<file path="src/rtl/bafp_pkg.sv">
// bafp_pkg: types, constants and the step-angle table for the bearing block
// depends on nothing; every other file takes names from here by scope
package bafp_pkg;

  // field widths
  localparam int unsigned CoordWidth    = 16;
  localparam int unsigned AngleFracBits = 6;
  localparam int unsigned BearingWidth  = 9 + AngleFracBits;
  localparam int unsigned DiffWidth     = CoordWidth + 1;

  // cordic datapath
  localparam int unsigned CordicSteps   = 16;
  localparam int unsigned MaxSteps      = 24;
  localparam int unsigned NormTop       = 40;
  localparam int unsigned AccFrac       = 20;
  localparam int unsigned VecWidth      = NormTop + 5;
  localparam int unsigned AccWidth      = AccFrac + 8;
  localparam int unsigned AngleWidth    = AccFrac + 7;
  localparam int unsigned TotalWidth    = AccFrac + 9;

  // queue between front and back
  localparam int unsigned QueueDepth    = 2;

  typedef struct packed {
    logic signed [CoordWidth-1:0] source_x;
    logic signed [CoordWidth-1:0] source_y;
    logic signed [CoordWidth-1:0] target_x;
    logic signed [CoordWidth-1:0] target_y;
  } bafp_in_t;

  typedef struct packed {
    logic [BearingWidth-1:0] bearing;
    logic                    degenerate;
  } bafp_out_t;

  // classified request handed from front to back
  typedef struct packed {
    logic [DiffWidth-1:0] ax;
    logic [DiffWidth-1:0] ay;
    logic                 right;
    logic                 above;
    logic                 ax_zero;
    logic                 ay_zero;
  } bafp_cls_t;

  // atan(2^-i) in units of 2^-20 degree
  function automatic logic signed [AccWidth-1:0] step_angle(input int unsigned i);
    logic signed [AccWidth-1:0] a;
    unique case (i)
      0:  a = AccWidth'(47185920);
      1:  a = AccWidth'(27855475);
      2:  a = AccWidth'(14718068);
      3:  a = AccWidth'(7471121);
      4:  a = AccWidth'(3750058);
      5:  a = AccWidth'(1876857);
      6:  a = AccWidth'(938658);
      7:  a = AccWidth'(469357);
      8:  a = AccWidth'(234682);
      9:  a = AccWidth'(117342);
      10: a = AccWidth'(58671);
      11: a = AccWidth'(29335);
      12: a = AccWidth'(14668);
      13: a = AccWidth'(7334);
      14: a = AccWidth'(3667);
      15: a = AccWidth'(1833);
      16: a = AccWidth'(917);
      17: a = AccWidth'(458);
      18: a = AccWidth'(229);
      19: a = AccWidth'(115);
      20: a = AccWidth'(57);
      21: a = AccWidth'(29);
      22: a = AccWidth'(14);
      23: a = AccWidth'(7);
      default: a = '0;
    endcase
    return a;
  endfunction

endpackage

</file>
<file path="src/rtl/bafp_front.sv">
// bafp_front: accepts point pairs, forms the differences and classifies them
// depends on bafp_pkg
module bafp_front (
  input  logic                 clk_i,
  input  logic                 rst_ni,
  input  logic                 in_valid_i,
  output logic                 in_ready_o,
  input  bafp_pkg::bafp_in_t   in_data_i,
  output logic                 cls_valid_o,
  input  logic                 cls_ready_i,
  output bafp_pkg::bafp_cls_t  cls_data_o
);

  localparam int unsigned DW = bafp_pkg::DiffWidth;

  logic                 vld_q;
  bafp_pkg::bafp_cls_t  cls_q;
  bafp_pkg::bafp_cls_t  cls_d;
  logic signed [DW-1:0] dx;
  logic signed [DW-1:0] dy;
  logic                 take;

  assign in_ready_o = !vld_q || cls_ready_i;
  assign take       = in_valid_i && in_ready_o;

  always_comb begin
    dx = DW'(in_data_i.target_x) - DW'(in_data_i.source_x);
    dy = DW'(in_data_i.target_y) - DW'(in_data_i.source_y);
    cls_d.ax      = dx[DW-1] ? -dx : dx;
    cls_d.ay      = dy[DW-1] ? -dy : dy;
    cls_d.right   = !dx[DW-1] && (dx != '0);
    cls_d.above   = dy[DW-1];
    cls_d.ax_zero = (dx == '0);
    cls_d.ay_zero = (dy == '0);
  end

  always_ff @(posedge clk_i or negedge rst_ni) begin
    if (!rst_ni) begin
      vld_q <= 1'b0;
    end else if (in_ready_o) begin
      vld_q <= in_valid_i;
    end
  end

  always_ff @(posedge clk_i) begin
    if (take) begin
      cls_q <= cls_d;
    end
  end

  assign cls_valid_o = vld_q;
  assign cls_data_o  = cls_q;

endmodule

</file>
<file path="config.mk">
export PLATFORM = sky130hd
export DESIGN_NAME = bafp_front
export DESIGN_NICKNAME = d
export VERILOG_FILES = /design/src/rtl/bafp_pkg.sv /design/src/rtl/bafp_front.sv
export SDC_FILE = /design/constraint.sdc
export NUM_CORES = 1
export LEC_CHECK = 0
export BUFFER_PORTS_ARGS = -buffer_cell sky130_fd_sc_hd__buf_2
export CAP_MARGIN = 20
export CORE_UTILIZATION = 48
export CTS_CLUSTER_DIAMETER = 120
export DETAILED_ROUTE_END_ITERATION = 8
export GPL_TIMING_DRIVEN = 0
export PLACE_DENSITY = 0.78
export SETUP_SLACK_MARGIN = 0.5
export SLEW_MARGIN = 20
export SYNTH_ARGS = -nofsm -noshare
export SYNTH_HDL_FRONTEND = slang
export SYNTH_SLANG_ARGS = --single-unit
</file>
<file path="constraint.sdc">
create_clock -name clk_i -period 1.81 [get_ports clk_i]
set_input_delay 0.181 -clock clk_i [delete_from_list [all_inputs] [get_ports clk_i]]
set_output_delay 0.181 -clock clk_i [all_outputs]
set_load 0.03 [all_outputs]
</file>
# Word-level counts from Yosys, hierarchy flattened
# Cells that the tools add are included.
# word_totals
reg_bits	39
inputBits	68
out_inout_bits	40
word_cells	23
# op_classes
addsub	4
mux	2
n_reduce_logical	8
# ops
op	n
zero test 17 bit	2
negation 17 bit	2
subtractor 16 x 16 -> 17 bit	2
2-to-1 mux 16 bit	2
nonzero test 17 bit	1
logical AND 1 bit	2
zero test 1 bit	2
logical OR 1 bit	1

# Logic depth before layout (Yosys ltp)
# Gate-level depths: netlist (run 1).
# logic_depth
word_depth	3
depth_mapped	13
depth_no_buf	13

# Least setup slack after synthesis (run 1)
# Ideal clock, no wire load.
# synth_path
path_type	input to register
from	input port in_data_i[37] (netlist name)
to	register cls_q (netlist bit cls_data_o[20]), data pin
setup_time_ns	0.255
arrival_time_ns	2.883
required_ns	1.555
path_slack_ns	-1.328
path_stages	12
path_buffers	0
path_cell_list	inv_1 -> ha_1 -> and2_4 -> or4_4 -> o21a_4 -> nor2_4 -> xnor2_1 -> or3_4 -> or4_1 -> nor3_2 -> ha_1 -> and2_1
# synth_via
elab_chain_cells	2
# synth_lines
item	line	source
start, declared	bafp_front.sv:8	input bafp_pkg::bafp_in_t in_data_i,
subtractor 16 x 16 -> 17 bit *	bafp_front.sv:28	dy = DW'(in_data_i.target_y) - DW'(in_data_i.source_y);
negation 17 bit	bafp_front.sv:30	cls_d.ay = dy[DW-1] ? -dy : dy;
end signal, assigned	bafp_front.sv:47	cls_q <= cls_d;
end, declared	bafp_front.sv:17	bafp_pkg::bafp_cls_t cls_q;
# Every way passes the cells marked *; elsewhere a longest branch is shown, timed or not.
# A chain may end at the register's enable or synchronous reset.

# Worst setup path after layout (run 1)
# Ends and elaborated chain as after synthesis.

==> run metrics, run 1 <==
Post-Route M1 WL=4440 µm; port bufs=107; I/O pin total=108; crit path max fanout=6; Seq/Total Area, Yosys=32.5%; CTS tree=built; CTS max path bufs=2; Worst-Margin Slew=594 ps; DR DRC count=0; routed length per placed instance=16.9 µm; Hold Crit Class=input port to flip-flop; final worst slack=-1180 ps; WL final=11100 µm; commonest register cell after synthesis=edfxtp_1; reg-to-reg critical path endpoint=cls_data_o[24]; number of synthesized register bits=39; largest net degree at the start of global routing=20; vias=3741; DPL Wire Length=6200 µm; vias per cell=5.68; Design Area, Final=5780 µm²; antenna cell count=0; placed cell area=~4600 µm²; DP Worst Slack=-1600 ps; # clock sinks=39; asr flop ratio synth=2.56%; 1st-iter DRT viols=~190; grt total ovfl=0; met2 wire length=roughly 5600 µm; hold_ws=133 ps; # fillers=416; data required time of the worst path=about 1900 ps; fmax=0.334 GHz; Slew Viols, Final=0; met3 WL post-DR=712 µm; Static Leak=roughly 2.5 nW; RR Startpoint=cls_valid_o; P per Cell Area=717 nW/µm²; post-synthesis net count=roughly 490; Placer Congestion=0.879; syn avg cell area=9.35 µm²; status=finished with violations; peak supply drop=0.422 mV; top layer in use=met4; area grow syn2layout=61.1%; Worst R2R Path Depth=2; die width=88.5 µm; Final Critical Period=approximately 3000 ps; # rows=31; setup tns final=-30020 ps; GRT Resource Usage Total=23.9%; crit path from=in_data_i[37]; Mapped Area=3590 µm²; Reg clk slew, reported paths=90 ps; synth top area cells=edfxtp_1, ha_1, xnor2_1, xor2_1, inv_1; Yosys top cell area share=31.8%; CTS H-tree lvls=2; skew final=about 11 ps; Worst Setup Path Type=input port to flip-flop; Worst Setup EP=cls_data_o[20]; Nets=~670; Skew-Pair Late Insertion Delay=300 ps; Reg2Reg Setup Slack=~640 ps; slew margin rel.=60.1%; Hold Fails Final Rpt=0; Starting Density=around 49%; Crit path arrival time=3070 ps; final setup vio count=36; TritonCTS buffer count=5; initial antenna violation count=0; Core ar.=7250 µm²; Synth area leader=edfxtp_1; Synth Instances=384; Syn. warnings=0; root buf cell=clkbuf_8; CP Capture Type=flip-flop; Die ar.=7830 µm²; DR pass1 iterations=5; Post-synth EDFFs=38; failing checks=negative setup slack; die span in y=between 80 and 90 µm; Post-DRT Antenna Nets=0; share of layout cells above drive strength 1=53.0%; vias in the first global route=3136; first-pass GRT wire length=14400 µm; Max-Cap Viols=0; Post-Route Utilization=79.7%; startpoint types=input port; final critical-path share of the clock period=165%; Distinct cells, synth=64; RSZ-0062 raised after global routing=true
-- area by class of cell --
cell class / instances / area, µm² / area share [%]
clock inverter: 2 / 12.5 / 0.216
timing repair buffer: 167 / 1120 / 19.5
clock buffer: 6 / 72.6 / 1.25
buffer: 5 / 72.6 / 1.25
sequential: 39 / 1170 / 20.2
inverter: 43 / 186 / 3.22
tap: 99 / 124 / 2.14
multi-input combinational: 298 / 3020 / 52.3
-- worst max-delay path, stage by stage --
cell and delay [ps]:
buf_6 90, inv_8 30, ha_4 170, or4_4 530
o22a_4 250, nand4b_1 160, o311ai_4 140, or3_4 420
or4_4 550, nor3_2 150, ha_1 260, and2_1 140
-- synthesized netlist by cell type (2+ instances only) --
cell       count
o41ai_1        2
nand4b_1       3
inv_1         43
a31oi_1        6
edfxtp_1      38
clkbuf_1       3
nor2_1        29
o21a_1         9
and3_1         4
o211a_1        2
a211oi_1       2
or4_1          3
xor2_1        24
nor3_1        11
o31ai_1        2
o21ai_0       16
o22ai_1        2
o211ai_1       2
a21boi_0       2
nand4_1        2
nand2b_1       7
or3_1          5
and2_1         6
fa_1           2
mux2i_1        4
o2111ai_1      3
nand3_1        9
nor2b_1        6
a21oi_1       20
buf_2          2
nand2_1       16
xnor2_1       26
a21o_1         3
o31a_1         3
ha_1          37
o22a_1         2
-- logic make-up (layout without fill, tap and decap cells) --
group	after synthesis	count (layout)	synth area share, %
compound gates	92	92	17.9
xor+xnor	50	50	12.2
fa+ha+maj	39	39	14.0
buf+inv	48	223	5.09
flops	39	39	32.5
mux	4	4	1.12
simple gates	112	113	17.2
-- metal layers --
metal	up-vias	track usage [%]
met5	-	0
met4	0	5.13
met3	40	3.82
met2	171	41.3
met1	1787	31.5
li1	1743	-
-- sequential cells by signal (all words and copies together), names as in the netlist --
| signal | flops |
|---|---|
| cls_valid_o | 1 |
| cls_data_o | 38 |
-- power breakdown --
group | total, mW | switching, mW | internal (mW)
sequential | 1.24 | 0.0482 | 1.19
combinational | 2.31 | 1.30 | 1.01
clock | 0.597 | 0.327 | 0.270
-- how the worst min path moves through the flow --
stage	start	endpoint	slack (ps)	cells after the start
after floorplan	rst_ni	cls_valid_o	-110	0
after global placement	rst_ni	cls_valid_o	-40	1
after detailed placement	rst_ni	cls_valid_o	-40	1
after CTS	in_valid_i	cls_valid_o	130	2
after global routing	in_valid_i	cls_valid_o	130	2
final	in_valid_i	cls_valid_o	130	2
-- per-stage QoR --
stage	total power [mW]	std cells
2_1_floorplan	2.54	384
3_3_place_gp	2.88	590
3_5_place_dp	2.93	590
4_1_cts	3.83	637
5_1_grt	4.35	659
6_report	4.15	659
-- layout by cell type, fill, tap and decap left out, drive strengths merged, types with 6 or more instances in the layout --
| cell type | Yosys | routed |
|---|---|---|
| and2 | 7 | 8 |
| nand2 | 16 | 16 |
| a31oi | 6 | 6 |
| buf | 2 | 168 |
| o21ai | 16 | 16 |
| xnor2 | 26 | 26 |
| nor2b | 6 | 6 |
| or3 | 6 | 6 |
| ha | 37 | 37 |
| a21oi | 21 | 21 |
| xor2 | 24 | 24 |
| o21a | 10 | 10 |
| nor3 | 12 | 12 |
| nor2 | 30 | 30 |
| edfxtp | 38 | 38 |
| clkbuf | 3 | 9 |
| nand3 | 9 | 9 |
| inv | 43 | 43 |
| nand2b | 7 | 7 |
-- what timing repair did --
item,4_1_cts,5_1_grt
endpoints found under the setup margin,74,55
cloned,1,0
resized for setup,75,55
hold endpoints to repair,1,0
setup buffers,37,22
pin swaps,40,30
hold buffers,1,0
No activity file was read; power rests on OpenSTA's default activity.
==> run 2: changes to the inputs <==
--- a/config.mk
+++ b/config.mk
@@ -11,7 +11,7 @@
 export CTS_CLUSTER_DIAMETER = 120
 export DETAILED_ROUTE_END_ITERATION = 8
 export GPL_TIMING_DRIVEN = 0
-export PLACE_DENSITY = 0.78
+export PLACE_DENSITY = 0.9
 export SETUP_SLACK_MARGIN = 0.5
 export SLEW_MARGIN = 20
 export SYNTH_ARGS = -nofsm -noshare
==> run metrics, run 2 (synthesis results as in run 1) <==
commonest non-fill, non-tap cell in the layout=buf_2; die span in y=88.5 µm (unchanged); placed cell area=4600 µm² (unchanged); hold_ws=138 ps (+5.05 ps); TritonCTS buffer count=5 (unchanged); DR DRC count=0 (unchanged); crit path from=in_data_i[0]; startpoint types=input port; max reg flops=38 (unchanged); DR pass1 iterations=5 (unchanged); RSZ-0062 raised after global routing=true; area grow syn2layout=64.6%; first-pass GRT wire length=18200 µm (+26%); status=finished with violations; skew final=7.72 ps (-3.75 ps); setup tns final=-29150 ps (+869 ps); routed length per placed instance=18.7 µm (+11%); grt total ovfl=0 (unchanged); I/O pin total=108 (unchanged); Die ar.=7830 µm² (unchanged); Max-Cap Viols=0 (unchanged); root buf cell=clkbuf_8; Crit path arrival time=3010 ps (-60 ps); Slowest cell on crit path=o31a_1; Nets=679 (+2.0%); Top delay family on crit path=buffers and inverters; GRT Resource Usage Total=30.8% (+7.0 points); Slew Viols, Final=0 (unchanged); crit path max fanout=3 (-3); port bufs=107 (unchanged); DPL Wire Length=6920 µm (+12%); worst path cell trace=buf_6 -> inv_4 -> ha_4 -> fa_2 -> nor2b_2 -> o31a_1 -> buf_4 -> nor3_4 -> xor2_1 -> and4bb_2 -> buf_6 -> buf_6 -> buf_6 -> buf_6 -> buf_6 -> buf_6 -> nand4_1 -> o41ai_4 -> xnor2_1; initial antenna violation count=0 (unchanged); Static Leak=2.59 nW (+3.1%); Starting Density=49.5% (unchanged); Reg clk slew, reported paths=80 ps (about the same); share of layout cells above drive strength 1=54.6% (+1.6 points); Post-DRT Antenna Nets=0 (unchanged); Non-Filler Instances=672 (+2.0%); vias=3919 (+4.8%); vias in the first global route=3785 (+21%); cell mode on critical path=buf_6; hold wc startpoint=in_valid_i; failing checks=negative setup slack; die width=88.5 µm (unchanged); Core ar.=7250 µm² (unchanged); vias per cell=5.83 (+2.7%); final setup vio count=36 (unchanged); 1st-iter DRT viols=226 (+21%); # rows=31 (unchanged); most frequent cells in the layout=buf_2, buf_4, edfxtp_1; slew margin rel.=57.2% (-2.9 points); antenna cell count=0 (unchanged); fmax=0.336 GHz (+0.74%); Skew-Pair Late Insertion Delay=290 ps (about the same); data required time of the worst path=1850 ps (-30 ps); # clock sinks=39 (unchanged); Buffers & Inverters on Critical Path=9 (+7); Hold Fails Final Rpt=0 (unchanged); Placer Congestion=0.848 (-3.6%); Post-Route Utilization=81.5% (+1.7 points); CTS tree=built; Design Area, Final=5910 µm² (+2.2%); RR Startpoint=cls_valid_o; largest net degree at the start of global routing=20 (unchanged); final critical-path share of the clock period=164% (-1.2 points); Worst-Margin Slew=639 ps (+45.7 ps); CP Capture Type=flip-flop; peak supply drop=0.402 mV (-4.8%); P per Cell Area=720 nW/µm² (+0.44%); Critical Path Max Stage Delay=340 ps (-210 ps); WL final=12600 µm (+13%); CTS H-tree lvls=2 (unchanged); final worst slack=-1160 ps (+21.9 ps); Hold Crit Class=input port to flip-flop; Worst Setup Path Type=input port to flip-flop; Final Critical Period=2970 ps (-21.9 ps); Inst Count DP=590 (unchanged); CTS max path bufs=2 (unchanged)
## run 2: final timing paths
kind	slack (ps)	cells after the start	end
setup / recovery	-1160	19	cls_data_o[19]
hold / removal	140	2	cls_valid_o
setup reg to reg	630	2	cls_data_o[25]
hold reg to reg	570	2	cls_valid_o
max in group asynchronous	1500	2	cls_valid_o
min in group asynchronous	210	2	cls_valid_o
## run 2: where the power goes
group,internal (mW),switching [mW],leakage [nW]
Combinational,1.07,1.35,2.18
Sequential,1.19,0.0522,0.373
Clock,0.271,0.321,0.0422
## run 2: layout make-up
cell class	count	area, µm²
inverter	43	189
fill	369	1340
tap	99	124
clock inverter	1	5.00
sequential	39	1170
buffer	5	61.3
timing repair buffer	180	1260
multi-input combinational	298	3020
clock buffer	7	76.3
## run 2: routing by layer
| layer | part of all wire [%] | track usage (%) | wire, µm | vias up |
|---|---|---|---|---|
| li1 | - | - | - | 1769 |
| met1 | 36 | 33.0 | 4560 | 1866 |
| met2 | 53 | 58.3 | 6590 | 228 |
| met3 | 6.5 | 5.50 | 813 | 56 |
| met4 | 4.6 | 14.5 | 582 | 0 |
| met5 | 0 | 0 | 0 | - |
## run 2: what timing repair did
action                                  4_1_cts  5_1_grt
hold buffers                                  1        0
pin swaps                                    62       31
gates cloned                                  2        0
endpoints found under the setup margin       74       36
endpoints found under the hold margin         1        0
buffers inserted                             57       14
gates resized for setup                     115       20
## run 2: metrics by stage
stage / total power [mW] / setup slack, ps
3_3_place_gp: 2.87 / -1530
2_1_floorplan: 2.54 / -1220
5_1_grt: 4.43 / -1280
4_1_cts: 3.99 / -1080
6_report: 4.26 / -1160
3_5_place_dp: 2.95 / -1590
