===== src/rtl/bafp_pkg.sv =====
// bafp_pkg: types, constants and the step-angle table for the bearing block
// depends on nothing; every other file takes names from here by scope
package bafp_pkg;

  // field widths
  localparam int unsigned CoordWidth    = 16;
  localparam int unsigned AngleFracBits = 6;
  localparam int unsigned BearingWidth  = 9 + AngleFracBits;
  localparam int unsigned DiffWidth     = CoordWidth + 1;

  // cordic datapath
  localparam int unsigned CordicSteps   = 16;
  localparam int unsigned MaxSteps      = 24;
  localparam int unsigned NormTop       = 40;
  localparam int unsigned AccFrac       = 20;
  localparam int unsigned VecWidth      = NormTop + 5;
  localparam int unsigned AccWidth      = AccFrac + 8;
  localparam int unsigned AngleWidth    = AccFrac + 7;
  localparam int unsigned TotalWidth    = AccFrac + 9;

  // queue between front and back
  localparam int unsigned QueueDepth    = 2;

  typedef struct packed {
    logic signed [CoordWidth-1:0] source_x;
    logic signed [CoordWidth-1:0] source_y;
    logic signed [CoordWidth-1:0] target_x;
    logic signed [CoordWidth-1:0] target_y;
  } bafp_in_t;

  typedef struct packed {
    logic [BearingWidth-1:0] bearing;
    logic                    degenerate;
  } bafp_out_t;

  // classified request handed from front to back
  typedef struct packed {
    logic [DiffWidth-1:0] ax;
    logic [DiffWidth-1:0] ay;
    logic                 right;
    logic                 above;
    logic                 ax_zero;
    logic                 ay_zero;
  } bafp_cls_t;

  // atan(2^-i) in units of 2^-20 degree
  function automatic logic signed [AccWidth-1:0] step_angle(input int unsigned i);
    logic signed [AccWidth-1:0] a;
    unique case (i)
      0:  a = AccWidth'(47185920);
      1:  a = AccWidth'(27855475);
      2:  a = AccWidth'(14718068);
      3:  a = AccWidth'(7471121);
      4:  a = AccWidth'(3750058);
      5:  a = AccWidth'(1876857);
      6:  a = AccWidth'(938658);
      7:  a = AccWidth'(469357);
      8:  a = AccWidth'(234682);
      9:  a = AccWidth'(117342);
      10: a = AccWidth'(58671);
      11: a = AccWidth'(29335);
      12: a = AccWidth'(14668);
      13: a = AccWidth'(7334);
      14: a = AccWidth'(3667);
      15: a = AccWidth'(1833);
      16: a = AccWidth'(917);
      17: a = AccWidth'(458);
      18: a = AccWidth'(229);
      19: a = AccWidth'(115);
      20: a = AccWidth'(57);
      21: a = AccWidth'(29);
      22: a = AccWidth'(14);
      23: a = AccWidth'(7);
      default: a = '0;
    endcase
    return a;
  endfunction

endpackage


===== src/rtl/bafp_queue.sv =====
// bafp_queue: short register queue between the front and back parts
// depends on bafp_pkg
module bafp_queue (
  input  logic                 clk_i,
  input  logic                 rst_ni,
  input  logic                 wr_valid_i,
  output logic                 wr_ready_o,
  input  bafp_pkg::bafp_cls_t  wr_data_i,
  output logic                 rd_valid_o,
  input  logic                 rd_ready_i,
  output bafp_pkg::bafp_cls_t  rd_data_o
);

  localparam int unsigned Depth = bafp_pkg::QueueDepth;
  localparam int unsigned PtrW  = $clog2(Depth);
  localparam int unsigned CntW  = $clog2(Depth + 1);

  bafp_pkg::bafp_cls_t mem_q [Depth];
  logic [PtrW-1:0]     wptr_q, wptr_d;
  logic [PtrW-1:0]     rptr_q, rptr_d;
  logic [CntW-1:0]     cnt_q, cnt_d;
  logic                push;
  logic                pop;

  assign wr_ready_o = (cnt_q != CntW'(Depth));
  assign rd_valid_o = (cnt_q != '0);
  assign push       = wr_valid_i && wr_ready_o;
  assign pop        = rd_valid_o && rd_ready_i;
  assign rd_data_o  = mem_q[rptr_q];

  always_comb begin
    wptr_d = wptr_q;
    rptr_d = rptr_q;
    cnt_d  = cnt_q;
    if (push) begin
      wptr_d = (wptr_q == PtrW'(Depth - 1)) ? '0 : wptr_q + 1'b1;
    end
    if (pop) begin
      rptr_d = (rptr_q == PtrW'(Depth - 1)) ? '0 : rptr_q + 1'b1;
    end
    if (push && !pop) begin
      cnt_d = cnt_q + 1'b1;
    end else if (pop && !push) begin
      cnt_d = cnt_q - 1'b1;
    end
  end

  always_ff @(posedge clk_i or negedge rst_ni) begin
    if (!rst_ni) begin
      wptr_q <= '0;
      rptr_q <= '0;
      cnt_q  <= '0;
    end else begin
      wptr_q <= wptr_d;
      rptr_q <= rptr_d;
      cnt_q  <= cnt_d;
    end
  end

  always_ff @(posedge clk_i) begin
    if (push) begin
      mem_q[wptr_q] <= wr_data_i;
    end
  end

endmodule


===== config.mk =====
export PLATFORM = sky130hd
export DESIGN_NAME = bafp_queue
export DESIGN_NICKNAME = d
export VERILOG_FILES = /design/src/rtl/bafp_pkg.sv /design/src/rtl/bafp_queue.sv
export SDC_FILE = /design/constraint.sdc
export NUM_CORES = 1
export LEC_CHECK = 0
export BUFFER_PORTS_ARGS = -buffer_cell sky130_fd_sc_hd__buf_2
export CORE_MARGIN = 2
export CORE_UTILIZATION = 45
export DETAILED_ROUTE_END_ITERATION = 8
export PLACE_DENSITY_LB_ADDON = 0.05
export SLEW_MARGIN = 20
export SYNTH_ARGS = -nofsm -noshare
export SYNTH_HDL_FRONTEND = slang
export SYNTH_SLANG_ARGS = --single-unit

===== constraint.sdc =====
create_clock -name clk_i -period 6.5 [get_ports clk_i]
set_clock_uncertainty 0.2 [all_clocks]
set_input_delay 1.3 -clock clk_i [delete_from_list [all_inputs] [get_ports clk_i]]
set_output_delay 1.3 -clock clk_i [all_outputs]
set_load 0.05 [all_outputs]

* Word level (Yosys, flattened, before mapping) *
Memories as Yosys holds them, arrays and structs flattened.
Index checks and enable logic that the tools add are counted.

operators by class
  add/sub/neg operators = 4
  equal/unequal tests = 1
  mux-type cells = 6
  reductions and logical operators = 8

operators with widths
  kind                                               number
  logical AND 1 bit                                  4
  2-to-1 mux 1 bit                                   4
  2-to-1 mux 2 bit                                   2
  nonzero test 2 bit                                 2
  adder 1 bit (second input constant)                2
  adder 2 x 1 -> 2 bit (second input constant)       1
  logical NOT 1 bit                                  2
  inequality test 2 bit (second input constant)      1
  subtractor 2 x 1 -> 2 bit (second input constant)  1

word-level totals
  register bits after elaboration = 4
  RAM bits = 76
  input port bits = 42
  output and inout port bits = 40
  memories kept = 1

memory list
  name   words  width  rd ports  clocked after memory_dff  write ports  line              RTL
  mem_q  2      38     1         0                         1            bafp_queue.sv:18  bafp_pkg::bafp_cls_t mem_q [Depth];

* Longest topological paths before layout *
Gate-level depths: netlist (run 1).

  word-level depth = 6
  depth in mapped cells = 7
  gate-level depth less buffers = 7

* Worst setup path before layout (run 1) *
OpenSTA, ideal clock, no wires.

  path type = input -> register
  start point = input wr_valid_i
  end point = memory mem_q[0][0] in the netlist's numbering (enable)
  library setup time = 433 ps
  data arrival time = 3016 ps
  data required time = 5867 ps
  setup slack = 2851 ps
  stages = 2
  path buffers = 0
  path through = nand2_1 nor2_1

on the way
  longest elaborated chain between the ends = 3

RTL lines
  what                                    line              RTL
  start: declaration                      bafp_queue.sv:6   input logic wr_valid_i,
  logical AND 1 bit                       bafp_queue.sv:27  assign push = wr_valid_i && wr_ready_o;
  2-to-1 mux 1 bit                        bafp_queue.sv:61  if (push) begin
  2-to-1 mux 1 bit (implied by the code)  bafp_queue.sv:62  mem_q[wptr_q] <= wr_data_i;
  end: declaration                        bafp_queue.sv:18

No other way between the ends.

==> flow_summary.yaml, run 1 <==
clocking:
  cts-root-buf: "sky130_fd_sc_hd__clkbuf_8"
  cts_tree: "built"
  post_cts.repair.setup_buffers: 0
  clock_sinks: 80
  clock_insertion_delay_worst_skew_ns: 0.34
  clk_pin_slew_ns: 0.07
  postCtsResizedCells: 0
  cts_made_buffers: 9
  cts.path.max_buffers: 2
  htree_num_levels: 3
  post_cts_hold_buffer_count: 0
floorplanning:
  die-height_um: 85.42
  die_area_um2: 7296
  initial_utilization: 0.4671
  rows: 29
  floorplan.die.width_um: 85.42
  pin_count: 82
  core_region_area_um2: 6386
yosys:
  postSynthCellCount: 136
  synth_top_cell_area_share: 0.7651
  postSynth.asyncResetShare: 0.05000
  ys.flop_type: "sky130_fd_sc_hd__edfxtp_1"
  ys_types: 16
  synth.net_count: 179
  post_synth.cell_area_avg_um2: 21.93
  post_synth_main_area_contributors: "sky130_fd_sc_hd__edfxtp_1 77%, sky130_fd_sc_hd__mux2_2 11%, sky130_fd_sc_hd__mux2_4 5.0%, sky130_fd_sc_hd__dfrtp_1 3.4%, sky130_fd_sc_hd__xnor2_1 0.88%"
  synth_enable_flop_cells: 76
  synth.yosys.seq_area_share: 0.7987
  synth_top_cell_by_area: "sky130_fd_sc_hd__edfxtp_1"
  synth.ff_latch_count: 80
  mappedNetlistArea_um2: 2983
  synthesis.yosys.warnings: 0
sta:
  timing.setup.tns_ns: 0
  actual_transition_at_the_worst_max_transition_pin_ns: 0.9614
  achievable-frequency_mhz: 286.8
  fin_ws_ns: 3.013
  period_share: 0.5364
  slew_violations: 0
  finalCriticalPeriod_ns: 3.487
  slew_headroom: 0.3591
  rsz0062_at_grt: "no"
  report.final.setup_viol: 0
  timing.final.hold_violations: 0
pwr:
  vdd_ir_drop_max_v: 0.0002451
  power_density_nw_per_um2: 535.5
  totalPowerFinal_uw: 1974
  p_leak_uw: 0.001427
worst_setup_path:
  crit_arrival_ns: 1.99
  end_kind: "primary output"
  critical_path_class: "reg2out"
  cpMaxStageDelayCell: "sky130_fd_sc_hd__dfrtp_2"
  critical-path-top-delay-family: "flip-flops"
  cp.buffers_inverters: 1
  max_stage_delay_ns: 1.00
  cp.required_ns: 5.00
  worstPathMaxFanout: 39
  setup.worst_path.start_class: "flip-flop"
  crit_chain: "mux2_2 > buf_2"
place:
  finalWeightedCongestion: 0.6634
  port_buffers: 81
  dp_slack_ns: 3.334
  place_area_um2: 3453
  numPlacedInstances: 290
routing:
  drt-vias-per-instance: 4.840
  route.final.wire_length_mm: 4.745
  antenna_left: 0
  routed_vias: 1486
  avgRoutedWirePerCell_um: 15.46
  detailedRoute.firstPassIterationCount: 3
  drtIter0Drc: 84
  count_of_unresolved_drc_violations_after_routing: 0
cells_and_area:
  area.sequential_um2: 2384
  area_of_the_multi_input_gates_um2: 564.3
  stdcell_area_um2: 3687
  drive_gt1_frac: 0.5913
  syn_to_final_growth_pct: 23.62
  n_fill_cell: 497
  finish.cell_count_without_fillers: 307
  finish.net_count: 268
  num_antenna_cells: 0
grt:
  grt_start_max_net_pins: 40
  grt_pass1_wl_mm: 7.176
  grt_pass1_vias: 1532
  grt_antenna_before_repair: 0
  grt-ovfl-total: 0
  groute.usage.overall: 0.1351
worst_hold_path:
  hp-class: "reg2reg"
outcome:
  result_of_the_run: "completed"
run:
  maxCapViolations: 0
synthesized netlist by cell type (2+ instances only):
library cell and instances:
sky130_fd_sc_hd__buf_4 2, sky130_fd_sc_hd__dfrtp_1 4, sky130_fd_sc_hd__edfxtp_1 76, sky130_fd_sc_hd__mux2_2 28, sky130_fd_sc_hd__mux2_4 10, sky130_fd_sc_hd__nand2_1 2, sky130_fd_sc_hd__nor2_1 2, sky130_fd_sc_hd__xnor2_1 3
sky130_fd_sc_hd__xor2_1 2
power breakdown:
part / switching (uW) / internal (uW) / total, uW
logic: 552 / 246 / 798
clock network: 159 / 227 / 385
registers: 84.0 / 707 / 791
cell type report:
type / count / share of cell area
Timing Repair Buffer: 82 / 0.1154
Inverter: 1 / 0.001018
Tap cell: 77 / 0.02613
Multi-Input combinational cell: 51 / 0.1530
Clock buffer: 13 / 0.04038
Clock inverter: 3 / 0.01765
Sequential cell: 80 / 0.6464
worst reg2reg max path, cell delays in order (launching register included):
cell,delay (ns)
sky130_fd_sc_hd__dfrtp_1,0.41
sky130_fd_sc_hd__nand2b_1,0.15
sky130_fd_sc_hd__and3_2,0.81
cells by family after synthesis:
kind of cell,Yosys count,share of synthesized area
flops,80,0.7987
xor+xnor,5,0.01468
buf+inv,5,0.01510
simple gates,7,0.01133
fa+ha+maj,1,0.004194
mux,38,0.1560
placed cells by master (no fill, tap or decap):
cell / count
sky130_fd_sc_hd__dfrtp_2: 1
sky130_fd_sc_hd__mux2_2: 28
sky130_fd_sc_hd__and3_2: 1
sky130_fd_sc_hd__xnor2_1: 3
sky130_fd_sc_hd__edfxtp_1: 76
sky130_fd_sc_hd__ha_1: 1
sky130_fd_sc_hd__nor2_1: 1
sky130_fd_sc_hd__clkinv_2: 1
sky130_fd_sc_hd__nand2b_1: 1
sky130_fd_sc_hd__buf_2: 81
sky130_fd_sc_hd__dfrtp_1: 3
sky130_fd_sc_hd__mux2_4: 10
sky130_fd_sc_hd__clkbuf_1: 3
sky130_fd_sc_hd__nand2_1: 2
sky130_fd_sc_hd__inv_1: 1
sky130_fd_sc_hd__bufinv_16: 2
sky130_fd_sc_hd__nor2_4: 1
sky130_fd_sc_hd__clkbuf_8: 10
sky130_fd_sc_hd__or2_1: 1
sky130_fd_sc_hd__xor2_1: 2
sky130_fd_sc_hd__buf_12: 1
routing by layer:
layer  up-vias  share of wire  GRT usage
met3        10          0.066    0.03891
li1        706              -          -
met1       717           0.39     0.1438
met2        53           0.52     0.2294
met5         -              0          0
met4         0          0.026    0.09524
state kept, by name (all words and copies together), names as in the netlist:
signal  count
rptr_q      1
mem_q      76
wptr_q      1
cnt_q       2
stage by stage:
stage | utilization | hold slack, ns
2_1_floorplan | - | 0.2564
3_3_place_gp | 0.5408 | 0.2781
3_5_place_dp | 0.5408 | 0.3008
4_1_cts | 0.5743 | 0.3128
5_1_grt | 0.5774 | 0.3499
6_report | 0.5774 | 0.3089
final timing paths:
check	from	endpoint	slack [ns]	cells past startpoint
worst max-delay path	rptr_q	rd_data_o[26]	3.01	2
max in group asynchronous	rst_ni	rptr_q	5.41	1
worst min register to register	cnt_q[1]	cnt_q[1]	0.31	1
worst min-delay path	cnt_q[1]	cnt_q[1]	0.31	1
min in group asynchronous	rst_ni	wptr_q	0.55	1
worst max register to register	cnt_q[0]	mem_q[1][17]	4.54	2
Power figures use the tool's default switching activity.
==> run 2: changes to the inputs <==
- ABC_AREA: default -> 1
- clock period: 6.5 -> 3.65 ns (I/O delays scaled with it)
==> flow_summary.yaml, run 2 <==
yosys:
  synthesis.yosys.warnings: 0
  mappedNetlistArea_um2: 2975
  synth_enable_flop_cells: 76
  postSynthCellCount: 227
  postSynth.asyncResetShare: 0.05000
  post_synth.cell_area_avg_um2: 13.11
  ys.flop_type: "sky130_fd_sc_hd__edfxtp_1"
  yosysMostFrequentCell: "sky130_fd_sc_hd__nand2_1"
  synth.ff_latch_count: 80
  synth_common_cells: "124 x sky130_fd_sc_hd__nand2_1, 76 x sky130_fd_sc_hd__edfxtp_1, 6 x sky130_fd_sc_hd__inv_1"
  synth_top_cell_by_area: "sky130_fd_sc_hd__edfxtp_1"
  synth.net_count: 270
  synth_top_cell_area_share: 0.7670
  post_synth_main_area_contributors: "sky130_fd_sc_hd__edfxtp_1 77%, sky130_fd_sc_hd__nand2_1 16%, sky130_fd_sc_hd__dfrtp_1 3.4%, sky130_fd_sc_hd__buf_2 0.84%, sky130_fd_sc_hd__buf_4 0.76%"
  synth.yosys.seq_area_share: 0.8007
  ys_types: 13
routing:
  count_of_unresolved_drc_violations_after_routing: 0
  antenna_left: 0
  routed_vias: 1842
  route.final.wire_length_mm: 5.213
  dr_wl_met3_um: 292
  dr.max_layer_used: "met4"
  met2WireLength_mm: 2.557
  detailedRoute.firstPassIterationCount: 4
  drt-vias-per-instance: 4.652
  wirelength_met1_mm: 2.265
  drtIter0Drc: 94
  avgRoutedWirePerCell_um: 13.16
grt:
  grt_pass1_vias: 1765
  grt_pass1_wl_mm: 8.190
  grt_start_max_net_pins: 40
  grt-ovfl-total: 0
  grt_antenna_before_repair: 0
  groute.usage.overall: 0.1522
floorplanning:
  die-height_um: 85.32
  floorplan.die.width_um: 85.32
  rows: 29
  core_region_area_um2: 6386
  die_area_um2: 7279
  pin_count: 82
  initial_utilization: 0.4659
outcome:
  result_of_the_run: "completed"
cells_and_area:
  finish.net_count: 358
  syn_to_final_growth_pct: 23.63
  top_register: "mem_q"
  reg_top3: "mem_q x76, cnt_q x2"
  num_antenna_cells: 0
  final_common_cell: "sky130_fd_sc_hd__nand2_1"
  layout_common_cells: "124 x sky130_fd_sc_hd__nand2_1, 81 x sky130_fd_sc_hd__buf_2, 76 x sky130_fd_sc_hd__edfxtp_1"
  drive_gt1_frac: 0.3135
  stdcell_area_um2: 3679
  number_of_flip_flops_under_the_largest_register_name: 76
sta:
  timing.final.hold_violations: 0
  actual_transition_at_the_worst_max_transition_pin_ns: 0.6683
  timing.setup.tns_ns: 0
  report.final.setup_viol: 0
  minimum_hold_slack_ns: 0.2994
  rsz0062_at_grt: "no"
  achievable-frequency_mhz: 381.1
  period_share: 0.7189
  fin_ws_ns: 1.026
  slew_violations: 0
  slew_headroom: 0.5538
  finalCriticalPeriod_ns: 2.624
place:
  place_area_um2: 3492
  port_buffers: 81
  finalWeightedCongestion: 0.6717
  dp.final_hpwl_mm: 3.287
  dp_slack_ns: 1.329
clocking:
  htree_num_levels: 3
  cts_made_buffers: 9
  postCtsResizedCells: 0
  cts_tree: "built"
  clk_pin_slew_ns: 0.07
  cts.path.max_buffers: 2
  post_cts_hold_buffer_count: 1
  post_cts.repair.setup_buffers: 0
  clock_insertion_delay_worst_skew_ns: 0.34
  clock_sinks: 80
  cts-root-buf: "sky130_fd_sc_hd__clkbuf_8"
worst_setup_path:
  critical_path_class: "reg2out"
  worstPathMaxFanout: 39
  setup.worst_path.start_class: "flip-flop"
  cp.required_ns: 2.72
  ff2ff_setup_slack_ns: 1.65
  crit_arrival_ns: 1.69
  end_kind: "primary output"
worst_hold_path:
  hp-class: "reg2reg"
run:
  maxCapViolations: 0
-- run 2: metrics by stage --
step / instances / utilization
6_report: 396 / 0.5760
5_1_grt: 396 / 0.5760
4_1_cts: 396 / 0.5760
3_5_place_dp: 380 / 0.5468
3_3_place_gp: 380 / 0.5468
2_1_floorplan: 227 / -
-- run 2: path summary, 6_finish.rpt --
path	startpoint	to	depth (start not counted)
setup reg to reg	cnt_q[0]	mem_q[1][14]	5
max in group asynchronous	rst_ni	wptr_q	2
min in group asynchronous	rst_ni	cnt_q[1]	2
hold / removal	cnt_q[0]	cnt_q[0]	1
hold reg to reg	cnt_q[0]	cnt_q[0]	1
setup / recovery	rptr_q	rd_data_o[7]	4
-- run 2: cell families after synthesis --
| logic type | share of synthesized area |
|---|---|
| flip-flops | 0.8007 |
| buffers and inverters | 0.02481 |
| adder cells (fa/ha/maj) | 0.004205 |
| XOR/XNOR | 0.005888 |
| AND/OR/NAND/NOR | 0.1644 |
-- run 2: critical path, cell delays in order (launching register included) --
cell and delay, ns:
sky130_fd_sc_hd__dfrtp_1 0.38, sky130_fd_sc_hd__inv_2 0.50, sky130_fd_sc_hd__nand2_1 0.12, sky130_fd_sc_hd__nand2_1 0.10
sky130_fd_sc_hd__buf_2 0.26
-- run 2: cell type report --
class / instances / area (um^2)
well taps: 77 / 96.34
flip-flops and latches: 80 / 2382
fillers: 543 / 2708
clock buffers: 10 / 127.6
inverters: 7 / 26.28
repair buffers: 85 / 462.9
clock inverters: 5 / 48.80
multi-input cells: 132 / 534.3
-- run 2: routing by layer --
metal  up-vias  GRT usage
met2        62     0.2493
met1       845     0.1892
met4         0    0.07792
met3         9    0.03599
li1        926          -
met5         -          0
Power of run 2 is not shown: default switching activity piles up to over one toggle a cycle in this logic, so the estimate is an artifact.
==> run 3: changes to the inputs <==
- clock period: 3.65 -> 2.14 ns (I/O delays scaled with it)
==> flow_summary.yaml, run 3 (synthesis results as in run 2) <==
clocking:
  clk_pin_slew_ns: 0.08
  cts.path.max_buffers: 2
  cts-root-buf: "sky130_fd_sc_hd__clkbuf_8"
  htree_num_levels: 3
  post_cts.repair.setup_buffers: 0
  clock_sinks: 80
  clock_insertion_delay_worst_skew_ns: 0.33
  cts_made_buffers: 9
  cts_tree: "built"
grt:
  grt-ovfl-total: 0
  grt_pass1_vias: 1886
  groute.usage.overall: 0.1582
  grt_start_max_net_pins: 25
  grt_pass1_wl_mm: 8.638
  grt_antenna_before_repair: 0
worst_setup_path:
  timing.critical_path.to: "rd_data_o[25]"
  rr_worst_depth: 9
  critPathLaunch: "rptr_q"
  critical_path_class: "reg2out"
  regToRegStartpoint: "cnt_q[0]"
  cp.required_ns: 1.51
  end_kind: "primary output"
  worst_r2r_end: "cnt_q[1]"
  ff2ff_setup_slack_ns: 0.39
  worstPathMaxFanout: 24
  crit_arrival_ns: 1.43
  setup.worst_path.start_class: "flip-flop"
floorplanning:
  rows: 29
  die-height_um: 85.32
  die_area_um2: 7279
  pin_count: 82
  floorplan.die.width_um: 85.32
  core_region_area_um2: 6386
  initial_utilization: 0.4659
cells_and_area:
  finish.net_count: 364
  drive_gt1_frac: 0.3313
  num_antenna_cells: 0
  stdcell_area_um2: 3826
  n_fill_cell: 538
  layout_common_cells: "123 x sky130_fd_sc_hd__nand2_1, 76 x sky130_fd_sc_hd__edfxtp_1, 62 x sky130_fd_sc_hd__buf_2"
  reg_top3: "mem_q x76, cnt_q x2"
  syn_to_final_growth_pct: 28.60
  area.sequential_um2: 2382
  area_of_the_multi_input_gates_um2: 536.8
  number_of_flip_flops_under_the_largest_register_name: 76
  final_common_cell: "sky130_fd_sc_hd__nand2_1"
  top_register: "mem_q"
worst_hold_path:
  hp-class: "in2reg"
outcome:
  result_of_the_run: "completed"
sta:
  finalCriticalPeriod_ns: 2.054
  timing.final.hold_violations: 0
  achievable-frequency_mhz: 486.8
  slew_violations: 0
  period_share: 0.9598
  minimum_hold_slack_ns: 0.07842
  slew_headroom: 0.8035
  rsz0062_at_grt: "yes"
  report.final.setup_viol: 0
  actual_transition_at_the_worst_max_transition_pin_ns: 0.2947
routing:
  drtIter0Drc: 70
  routed_vias: 1850
  antenna_left: 0
  count_of_unresolved_drc_violations_after_routing: 0
  avgRoutedWirePerCell_um: 13.09
  route.final.wire_length_mm: 5.277
  drt-vias-per-instance: 4.591
  detailedRoute.firstPassIterationCount: 4
run:
  maxCapViolations: 0
place:
  dp.final_hpwl_mm: 3.471
  finalWeightedCongestion: 0.7551
  place_area_um2: 3515
  port_buffers: 81
[run 3: worst min path at each step]
stage / depth (start not counted) / slack (ns) / from / end
after floorplan: 0 / -0.07 / rst_ni / cnt_q[0]
after global placement: 1 / 0.04 / rst_ni / cnt_q[1]
after detailed placement: 1 / 0.05 / rst_ni / cnt_q[1]
after CTS: 1 / 0.06 / wr_data_i[18] / mem_q[0][18]
after global routing: 1 / 0.06 / wr_data_i[21] / mem_q[1][21]
final: 1 / 0.08 / wr_data_i[18] / mem_q[1][18]
[run 3: worst max-delay path, cell delays in order, from the launching register on]
cell                      delay, ns
sky130_fd_sc_hd__dfrtp_1       0.42
sky130_fd_sc_hd__inv_2         0.11
sky130_fd_sc_hd__buf_12        0.17
sky130_fd_sc_hd__nand2_1       0.06
sky130_fd_sc_hd__nand2_1       0.06
sky130_fd_sc_hd__buf_2         0.26
[run 3: timing repair]
item | 4_1_cts | 5_1_grt
setup endpoints to repair | 25 | 36
hold buffers | 1 | 0
resized for setup | 2 | 22
pin swaps | 0 | 0
hold endpoints to repair | 4 | 0
[run 3: area by class of cell]
cell class,instances,share of cell area
Timing Repair Buffer,91,0.1439
Clock buffer,9,0.03237
Tap cell,77,0.02518
Sequential cell,80,0.6226
Clock inverter,7,0.02878
Multi-Input combinational cell,132,0.1403
Inverter,7,0.006867
[run 3: through the flow]
step	setup slack [ns]	util	instances	setup TNS, ns
final	0.08595	0.5991	403	0
after global routing	-0.006416	0.5991	403	-0.01860
after CTS	0.01493	0.5897	403	0
after detailed placement	0.3487	0.5504	386	0
after global placement	0.3670	0.5504	386	0
after floorplan	0.01449	-	227	0
[run 3: metal layers]
layer  vias to the layer above  track usage  wire length (um)
met5                         -            0                 0
met4                         0      0.06926                65
met3                         5      0.04086               317
met2                        58       0.2670              2612
met1                       842       0.1923              2282
li1                        945            -                 -
Power of run 3 is left out for the same reason.
